<file path="config.mk">
export PLATFORM = sky130hd
export DESIGN_NAME = silence_run_remover
export DESIGN_NICKNAME = d
export VERILOG_FILES = /design/src/rtl/core/srr_pkg.sv /design/src/rtl/core/silence_run_remover.sv /design/src/rtl/core/srr_ram.sv /design/src/rtl/core/srr_ctrl.sv /design/src/rtl/core/srr_dp.sv
export SDC_FILE = /design/constraint.sdc
export NUM_CORES = 1
export LEC_CHECK = 0
export BUFFER_PORTS_ARGS = -buffer_cell sky130_fd_sc_hd__buf_4
export CORE_MARGIN = 5
export CORE_UTILIZATION = 60
export CTS_CLUSTER_SIZE = 16
export DETAILED_ROUTE_END_ITERATION = 7
export GPL_TIMING_DRIVEN = 0
export HOLD_SLACK_MARGIN = 0.05
export PLACE_DENSITY = 0.8
export SETUP_SLACK_MARGIN = 0.3
export SYNTH_ARGS = -nofsm -noshare
export SYNTH_HDL_FRONTEND = slang
export SYNTH_SLANG_ARGS = --single-unit
</file>
<file path="constraint.sdc">
create_clock -name clock -period 6.8 [get_ports clock]
set_input_delay 1.36 -clock clock [delete_from_list [all_inputs] [get_ports clock]]
set_output_delay 1.36 -clock clock [all_outputs]
set_load 0.02 [all_outputs]
</file>
<file path="src/rtl/core/srr_pkg.sv">
// srr_pkg: request/response payload types, csr register indexes and
// controller-datapath command/status structs for the silence run remover.
// No dependencies.
package srr_pkg;

   localparam int SAMPLE_W   = 16;
   localparam int LEVEL_W    = 15;
   localparam int LENGTH_W   = 6;
   localparam int CSR_IDX_W  = 1;
   localparam int CSR_DATA_W = 16;

   localparam logic [CSR_IDX_W-1:0] CSR_QUIET_LEVEL    = 1'd0;
   localparam logic [CSR_IDX_W-1:0] CSR_SILENCE_LENGTH = 1'd1;

   typedef struct packed {
      logic signed [SAMPLE_W-1:0] sample;
      logic                       end_of_stream;
   } srr_req_type;

   typedef struct packed {
      logic signed [SAMPLE_W-1:0] out_sample;
      logic                       last_of_burst;
   } srr_rsp_type;

   // controller -> datapath
   typedef struct packed {
      logic idle;
      logic take;
      logic rd;
      logic emit_run;
      logic emit_loud;
   } srr_cmd_type;

   // datapath -> controller
   typedef struct packed {
      logic new_result;
      logic new_flush;
      logic new_loud;
      logic loud;
      logic run_last;
      logic out_free;
   } srr_sts_type;

endpackage

</file>
<file path="src/rtl/core/silence_run_remover.sv">
// silence_run_remover: top level, removes long runs of quiet audio samples.
// Depends on srr_pkg, srr_ctrl and srr_dp.
//
// Usage:
//   req_*  : one request carries a signed sample and an end_of_stream flag;
//            accepted when req_valid is high and req_stall is low.
//   rsp_*  : retained samples in order; last_of_burst marks the final result
//            of a request. Taken when rsp_valid is high and rsp_stall is low.
//   csr_*  : register writes (index 0 quiet_level, 1 silence_length); csr_ready
//            is always high. Write only while no request is in flight.
// Sequencing:
//   a quiet request that causes no result leaves the controller idle, ready
//   to take the next request at once. A loud request with no run to release
//   passes the LOUD state, which loads its result into the output register
//   before the next request is taken. Each released buffered sample needs a
//   buffer read (RUN_RD), then an output load (RUN_OUT); reads are registered.
// Reset clears the run count, the registers (quiet_level 0, silence_length 1)
// and the output valid flag. While the receiver stalls, the output register
// holds its result and release of a run waits; req_stall stays high until
// all results of the current request are loaded.
module silence_run_remover #(
   parameter int MAX_SILENCE_LEN = 32
) (
   input  logic                          clock,
   input  logic                          reset,
   input  logic                          req_valid,
   output logic                          req_stall,
   input  srr_pkg::srr_req_type          req_data,
   output logic                          rsp_valid,
   input  logic                          rsp_stall,
   output srr_pkg::srr_rsp_type          rsp_data,
   input  logic                          csr_valid,
   output logic                          csr_ready,
   input  logic [srr_pkg::CSR_IDX_W-1:0] csr_index,
   input  logic [srr_pkg::CSR_DATA_W-1:0] csr_wdata
);
   import srr_pkg::*;

   srr_cmd_type cmd;
   srr_sts_type sts;

   assign csr_ready = 1'b1;
   assign req_stall = !cmd.idle;

   srr_ctrl u_ctrl (
      .clock     (clock),
      .reset     (reset),
      .req_valid (req_valid),
      .sts       (sts),
      .cmd       (cmd)
   );

   srr_dp #(
      .MAX_SILENCE_LEN (MAX_SILENCE_LEN)
   ) u_dp (
      .clock     (clock),
      .reset     (reset),
      .csr_valid (csr_valid && csr_ready),
      .csr_index (csr_index),
      .csr_wdata (csr_wdata),
      .req_data  (req_data),
      .rsp_stall (rsp_stall),
      .rsp_valid (rsp_valid),
      .rsp_data  (rsp_data),
      .cmd       (cmd),
      .sts       (sts)
   );

`ifndef SYNTHESIS
   a_emit_onehot: assert property (@(posedge clock) disable iff (reset)
      $onehot0({cmd.take, cmd.rd, cmd.emit_run, cmd.emit_loud}))
      else $error("more than one datapath command at once");

   a_quiet_no_result: assert property (@(posedge clock) disable iff (reset)
      (cmd.take && !sts.new_result) |=> cmd.idle)
      else $error("quiet request without result did not return to idle");

   a_loud_last: assert property (@(posedge clock) disable iff (reset)
      cmd.emit_loud |=> (rsp_valid && rsp_data.last_of_burst))
      else $error("loud sample not presented as last of burst");

   a_read_then_out: assert property (@(posedge clock) disable iff (reset)
      cmd.rd |=> (!cmd.idle && !cmd.rd))
      else $error("buffer read not followed by output step");
`endif

endmodule

</file>
<file path="src/rtl/core/srr_ram.sv">
// srr_ram: generic single-write, single-read RAM with registered read data.
// No dependencies.
module srr_ram #(
   parameter  int WIDTH = 16,
   parameter  int DEPTH = 32,
   localparam int AddrW = (DEPTH > 1) ? $clog2(DEPTH) : 1
) (
   input  logic             clock,
   input  logic             we,
   input  logic [AddrW-1:0] waddr,
   input  logic [WIDTH-1:0] wdata,
   input  logic             re,
   input  logic [AddrW-1:0] raddr,
   output logic [WIDTH-1:0] rdata
);

   logic [WIDTH-1:0] mem_ff [DEPTH];
   logic [WIDTH-1:0] rdata_ff;

   always_ff @(posedge clock) begin
      if (we) begin
         mem_ff[waddr] <= wdata;
      end
      if (re) begin
         rdata_ff <= mem_ff[raddr];
      end
   end

   assign rdata = rdata_ff;

endmodule

</file>
<file path="src/rtl/core/srr_ctrl.sv">
// srr_ctrl: sequencing state machine of the silence run remover.
// Depends on srr_pkg (command/status structs).
module srr_ctrl (
   input  logic                clock,
   input  logic                reset,
   input  logic                req_valid,
   input  srr_pkg::srr_sts_type sts,
   output srr_pkg::srr_cmd_type cmd
);
   import srr_pkg::*;

   localparam logic [1:0] ST_IDLE    = 2'd0;
   localparam logic [1:0] ST_RUN_RD  = 2'd1;
   localparam logic [1:0] ST_RUN_OUT = 2'd2;
   localparam logic [1:0] ST_LOUD    = 2'd3;

   logic [1:0] state_ff;
   logic [1:0] state_in;

   always_comb begin
      state_in      = state_ff;
      cmd           = '0;
      case (state_ff)
         ST_IDLE: begin
            cmd.idle = 1'b1;
            cmd.take = req_valid;
            if (req_valid) begin
               if (sts.new_flush) begin
                  state_in = ST_RUN_RD;
               end else if (sts.new_loud) begin
                  state_in = ST_LOUD;
               end
            end
         end
         ST_RUN_RD: begin
            cmd.rd   = 1'b1;
            state_in = ST_RUN_OUT;
         end
         ST_RUN_OUT: begin
            if (sts.out_free) begin
               cmd.emit_run = 1'b1;
               if (!sts.run_last) begin
                  state_in = ST_RUN_RD;
               end else if (sts.loud) begin
                  state_in = ST_LOUD;
               end else begin
                  state_in = ST_IDLE;
               end
            end
         end
         ST_LOUD: begin
            if (sts.out_free) begin
               cmd.emit_loud = 1'b1;
               state_in      = ST_IDLE;
            end
         end
         default: begin
            state_in = ST_IDLE;
         end
      endcase
   end

   always_ff @(posedge clock) begin
      if (reset) begin
         state_ff <= ST_IDLE;
      end else begin
         state_ff <= state_in;
      end
   end

endmodule

</file>
<file path="src/rtl/core/srr_dp.sv">
// srr_dp: datapath of the silence run remover: csr registers, quiet test,
// run counter, quiet sample buffer, flush index and output register.
// Depends on srr_pkg and srr_ram.
module srr_dp #(
   parameter int MAX_SILENCE_LEN = 32
) (
   input  logic                                clock,
   input  logic                                reset,
   input  logic                                csr_valid,
   input  logic [srr_pkg::CSR_IDX_W-1:0]        csr_index,
   input  logic [srr_pkg::CSR_DATA_W-1:0]       csr_wdata,
   input  srr_pkg::srr_req_type                 req_data,
   input  logic                                rsp_stall,
   output logic                                rsp_valid,
   output srr_pkg::srr_rsp_type                 rsp_data,
   input  srr_pkg::srr_cmd_type                 cmd,
   output srr_pkg::srr_sts_type                 sts
);
   import srr_pkg::*;

   localparam int CntW  = $clog2(MAX_SILENCE_LEN + 1);
   localparam int AddrW = (MAX_SILENCE_LEN > 1) ? $clog2(MAX_SILENCE_LEN) : 1;
   localparam logic [LENGTH_W:0] MaxLen = (LENGTH_W + 1)'(MAX_SILENCE_LEN);

   logic [LEVEL_W-1:0]  quiet_level_ff;
   logic [LENGTH_W-1:0] silence_length_ff;
   logic [CntW-1:0]     run_count_ff, run_count_in;
   logic [CntW-1:0]     flush_n_ff;
   logic [CntW-1:0]     idx_ff, idx_in;
   logic                loud_ff;
   logic [SAMPLE_W-1:0] sample_ff;
   logic                rsp_valid_ff, rsp_valid_in;
   srr_rsp_type         rsp_ff, rsp_in;

   logic [CntW-1:0]       eff_len;
   logic signed [SAMPLE_W:0] smp_ext, lvl_pos, lvl_neg;
   logic                  quiet;
   logic                  can_store;
   logic                  result_needed;
   logic [CntW-1:0]       count_after;
   logic [CntW-1:0]       flush_n_in;
   logic [SAMPLE_W-1:0]   ram_q;

   // csr registers, to be written only while idle; the block itself does not enforce this
   always_ff @(posedge clock) begin
      if (reset) begin
         quiet_level_ff    <= '0;
         silence_length_ff <= LENGTH_W'(1);
      end else if (csr_valid) begin
         case (csr_index)
            CSR_QUIET_LEVEL:    quiet_level_ff    <= csr_wdata[LEVEL_W-1:0];
            CSR_SILENCE_LENGTH: silence_length_ff <= csr_wdata[LENGTH_W-1:0];
            default: ;
         endcase
      end
   end

   // clamp length to 1..MAX_SILENCE_LEN
   always_comb begin
      if (silence_length_ff == '0) begin
         eff_len = CntW'(1);
      end else if ({1'b0, silence_length_ff} > MaxLen) begin
         eff_len = CntW'(MAX_SILENCE_LEN);
      end else begin
         eff_len = CntW'(silence_length_ff);
      end
   end

   always_comb begin
      smp_ext       = {req_data.sample[SAMPLE_W-1], req_data.sample};
      lvl_pos       = {2'b00, quiet_level_ff};
      lvl_neg       = -lvl_pos;
      quiet         = (smp_ext >= lvl_neg) && (smp_ext <= lvl_pos);
      can_store     = quiet && (run_count_ff < eff_len);
      count_after   = can_store ? CntW'(run_count_ff + 1'b1) : run_count_ff;
      result_needed = !quiet || req_data.end_of_stream;
      // a run that reached the length is dropped
      flush_n_in    = (count_after < eff_len) ? count_after : '0;
   end

   always_comb begin
      run_count_in = run_count_ff;
      if (cmd.take) begin
         run_count_in = result_needed ? '0 : count_after;
      end
   end

   always_ff @(posedge clock) begin
      if (reset) begin
         run_count_ff <= '0;
      end else begin
         run_count_ff <= run_count_in;
      end
   end

   srr_ram #(
      .WIDTH (SAMPLE_W),
      .DEPTH (MAX_SILENCE_LEN)
   ) u_buf (
      .clock (clock),
      .we    (cmd.take && can_store),
      .waddr (AddrW'(run_count_ff)),
      .wdata (req_data.sample),
      .re    (cmd.rd),
      .raddr (AddrW'(idx_ff)),
      .rdata (ram_q)
   );

   always_comb begin
      idx_in = idx_ff;
      if (cmd.take) begin
         idx_in = '0;
      end else if (cmd.emit_run) begin
         idx_in = CntW'(idx_ff + 1'b1);
      end
   end

   always_ff @(posedge clock) begin
      idx_ff <= idx_in;
      if (cmd.take) begin
         flush_n_ff <= flush_n_in;
         loud_ff    <= !quiet;
         sample_ff  <= req_data.sample;
      end
   end

   // output register
   always_comb begin
      rsp_valid_in = rsp_valid_ff && rsp_stall;
      rsp_in       = rsp_ff;
      if (cmd.emit_run) begin
         rsp_valid_in         = 1'b1;
         rsp_in.out_sample    = ram_q;
         rsp_in.last_of_burst = sts.run_last && !loud_ff;
      end else if (cmd.emit_loud) begin
         rsp_valid_in         = 1'b1;
         rsp_in.out_sample    = sample_ff;
         rsp_in.last_of_burst = 1'b1;
      end
   end

   always_ff @(posedge clock) begin
      if (reset) begin
         rsp_valid_ff <= 1'b0;
      end else begin
         rsp_valid_ff <= rsp_valid_in;
      end
      rsp_ff <= rsp_in;
   end

   assign rsp_valid = rsp_valid_ff;
   assign rsp_data  = rsp_ff;

   always_comb begin
      sts            = '0;
      sts.new_result = result_needed;
      sts.new_flush  = result_needed && (flush_n_in != '0);
      sts.new_loud   = !quiet;
      sts.loud       = loud_ff;
      sts.run_last   = (CntW'(idx_ff + 1'b1) == flush_n_ff);
      sts.out_free   = !rsp_valid_ff || !rsp_stall;
   end

endmodule
</file>
==> impl_results.md <==
- Crit path top cell by count: nand2_1
- Max-slew violation count: 0
- Clock power share: 34.8%
- Max cap viols: 0
- Post-Route WL: 57540 um
- Hold crit path type: register to register
- Least-Margin Pin Slew: 1.208 ns
- Worst EP required: 7.31 ns
- Hold Buf Count CTS: 0
- # rows: 74
- DP Wirelength: 35950 um
- Synthesized flop and latch total: 604
- Sequence of cells on the critical path: inv_1 > nand4_1 > nor2_1 > nand2_1 > or4_1 > nor3_1 > xnor2_1 > ha_1 > nand2_1 > nor3_1 > nand2_1 > o211ai_1 > and3_1 > buf_6 > nand4_1 > xnor2_1 > ha_1 > a21o_1 > a21o_1 > a21oi_1 > nand2_2 > o41ai_2
- Core area: 40650 um2
- Worst-Skew Late Latency: 0.61 ns
- Post-CTS sizing: 0
- Final Critical Period: 5.329 ns
- Outcome: completed
- Worst-path clk slew: 0.06 ns
- Clk_skew: 0.03323 ns
- Final Setup Violations: 0
- Internal: 6822 uW
- Most frequent cell after synthesis: edfxtp_1
- Sum Neg Setup Slack: 0 ns
- Detail Route Antenna Nets: 0
- Cell Count Post-Placement: 1848
- Worst path slowest cell: or4_1
- Vias in the first global route: 13145
- Setup Buffers After CTS: 0
- Final core occ: 68.01%
- Post-Syn Area: 24510 um2
- Unrepaired setup endpoints after global routing: false
- Finished Layout Cells: 1951
- CP startpoint kind: register
- CTS tree: built
- Proportion of layout cells with a drive suffix above 1: 27.15%
- Largest net degree at the start of global routing: 38
- Syn avg cell area: 19.61 um2
- CP Class: register to register
- Slowest stage delay, CP: 0.50 ns
- Port Buffers: 54
- Clock sinks: 604
- Crit-path max FO: 10
- Final count of hold timing violations: 0
- Flop pwr share: 46.8%
- Initial antenna violation count: 0
- DRC errors left: 0
- Final period utilization: 78.36%
- TritonCTS Buffers: 56
- Chip Height: 212.1 um
- Tot GR Track Use: 26.25%
- Routed WL per cell: 29.49 um
- Initial core utilization: 60.29%
- Die X: 212.1 um
- Mapped Nets: 1336
- CP endpoint kind: register
- Root buffer selected by CTS: clkbuf_16
- Die area: 44990 um2
- Max Root-Sink Buffers: 3
- Worst IR Drop VDD: 253.7 uV
- Number of DRC markers in iteration 0: 1595
- Slew margin rel.: 18.94%
- Net switching power: 2319 uW
- Area leader, netlist: edfxtp_1
- Top cell type's share of synthesized area: 69.60%
- DR vias/cell: 6.576
- DR pass1 iterations: 5
- Overflow after GRT: 0
- Register area share after synthesis: 72.54%
- Post-synth top cells: edfxtp_1, mux4_2, nand2_1
- Top_reg_cell synth: edfxtp_1
- Comb power frac: 18.3%
- DR vias: 12829
- YS warnings: 0
- Layout area overhead: 12.80%
- Sw Ratio: 25.37%
- Ports: 59
- Largest cells by area after synthesis: edfxtp_1, mux4_2, dfxtp_1
- Routability cong.: 0.8915
- Htree depth: 2
- Final #Nets: 1460
- Pwr dens: 330.7 nW/um2
- Synthesized instance count: 1250
- First-pass GRT wire length: 85490 um
- EDFF count, synth: 568
- Synth cell types: 61
- Leakage power: 0.008753 uW
- Async set-reset flop share out of synthesis: 0%
- Worst path arrival time: 5.84 ns
- Fmax: 187.7 MHz
[placed cells by master, fill, tap and decap left out, drive strengths merged, types with 7 or more instances in the layout]
master / synthesis / final
o21ai: 13 / 13
dfxtp: 36 / 36
nand4: 14 / 14
nand2: 71 / 71
bufinv: 0 / 7
edfxtp: 568 / 568
mux4: 160 / 160
clkbuf: 32 / 115
xor2: 10 / 10
mux2: 32 / 32
xnor2: 20 / 20
and3: 8 / 8
ha: 47 / 47
buf: 22 / 88
clkinv: 1 / 12
nand3: 17 / 17
inv: 28 / 28
nor2: 64 / 64
a21oi: 39 / 39
[power by group through the flow]
| stage | Sequential, uW | Combinational [uW] | Clock, uW |
|---|---|---|---|
| after floorplan | 4380 | 1030 | 0 |
| after global placement | 4350 | 1580 | 0 |
| after detailed placement | 4360 | 1630 | 0 |
| after CTS | 4280 | 1660 | 3200 |
| after global routing | 4290 | 1770 | 3380 |
| final | 4280 | 1680 | 3180 |
[sequential cells by signal, summed over array words and instances, names as in the netlist]
| register | cells |
|---|---|
| u_ctrl.state_ff | 2 |
| u_dp.flush_n_ff | 6 |
| u_dp.idx_ff | 6 |
| u_dp.loud_ff | 1 |
| u_dp.quiet_level_ff | 15 |
| u_dp.rsp_data | 17 |
| u_dp.rsp_valid | 1 |
| u_dp.run_count_ff | 6 |
| u_dp.sample_ff | 16 |
| u_dp.silence_length_ff | 6 |
| u_dp.u_buf.mem_ff | 512 |
| u_dp.u_buf.rdata | 16 |
[path summary, 6_finish.rpt]
check	startpoint	end	slack (ns)	cells past startpoint
worst min-delay path	u_dp.quiet_level_ff[5]	u_dp.quiet_level_ff[5]	0.48	2
worst min register to register	u_dp.quiet_level_ff[5]	u_dp.quiet_level_ff[5]	0.48	2
worst max-delay path	u_dp.quiet_level_ff[2]	u_ctrl.state_ff[0]	1.47	22
worst max register to register	u_dp.quiet_level_ff[2]	u_ctrl.state_ff[0]	1.47	22
[cells by family (layout without fill, tap and decap cells)]
kind of cell | Yosys count | count (layout) | share of synthesized area (%)
multiplexers | 193 | 193 | 16.21
other | 1 | 2 | 0.01530
XOR/XNOR | 30 | 30 | 1.179
flip-flops | 604 | 604 | 72.54
AO/OA/AOI/OAI | 81 | 81 | 2.292
buffers and inverters | 83 | 251 | 1.333
adder cells (fa/ha/maj) | 47 | 47 | 2.400
AND/OR/NAND/NOR | 211 | 211 | 4.028
[area by class of cell]
cell class / instances / area (um2)
fillers: 2456 / 13000
inverters: 29 / 108.9
clock inverters: 19 / 279.0
flip-flops and latches: 604 / 17780
multi-input cells: 563 / 6461
diodes: 1 / 2.502
well taps: 532 / 665.6
repair buffers: 66 / 548.0
plain buffers: 54 / 217.7
clock buffers: 83 / 1585
[stage by stage]
step,power [uW],area [um2],hold WS (ns),worst slack [ns]
after floorplan,5404,24510,0.4363,2.191
after global placement,5933,25580,0.4492,1.242
after detailed placement,5989,25770,0.4708,1.182
after CTS,9145,27630,0.4796,1.382
after global routing,9438,27640,0.5014,1.117
final,9141,27650,0.4779,1.471
[routing by layer]
metal / track usage, % / wire (um) / vias up
met1: 37.06 / 21760 / 6539
li1: - / - / 5330
met2: 40.37 / 27130 / 824
met4: 9.818 / 2428 / 0
met5: 0 / 0 / -
met3: 7.009 / 6227 / 136
[worst max-delay path: cells and delay by family, from the launching register on]
family | cells | cell delay, ns
buffers and inverters | 2 | 0.29
AO/OA/AOI/OAI | 5 | 1.45
flip-flops | 1 | 0.35
adder cells (fa/ha/maj) | 2 | 0.64
AND/OR/NAND/NOR | 11 | 2.02
XOR/XNOR | 2 | 0.49
(Power assumes the default switching activity.)
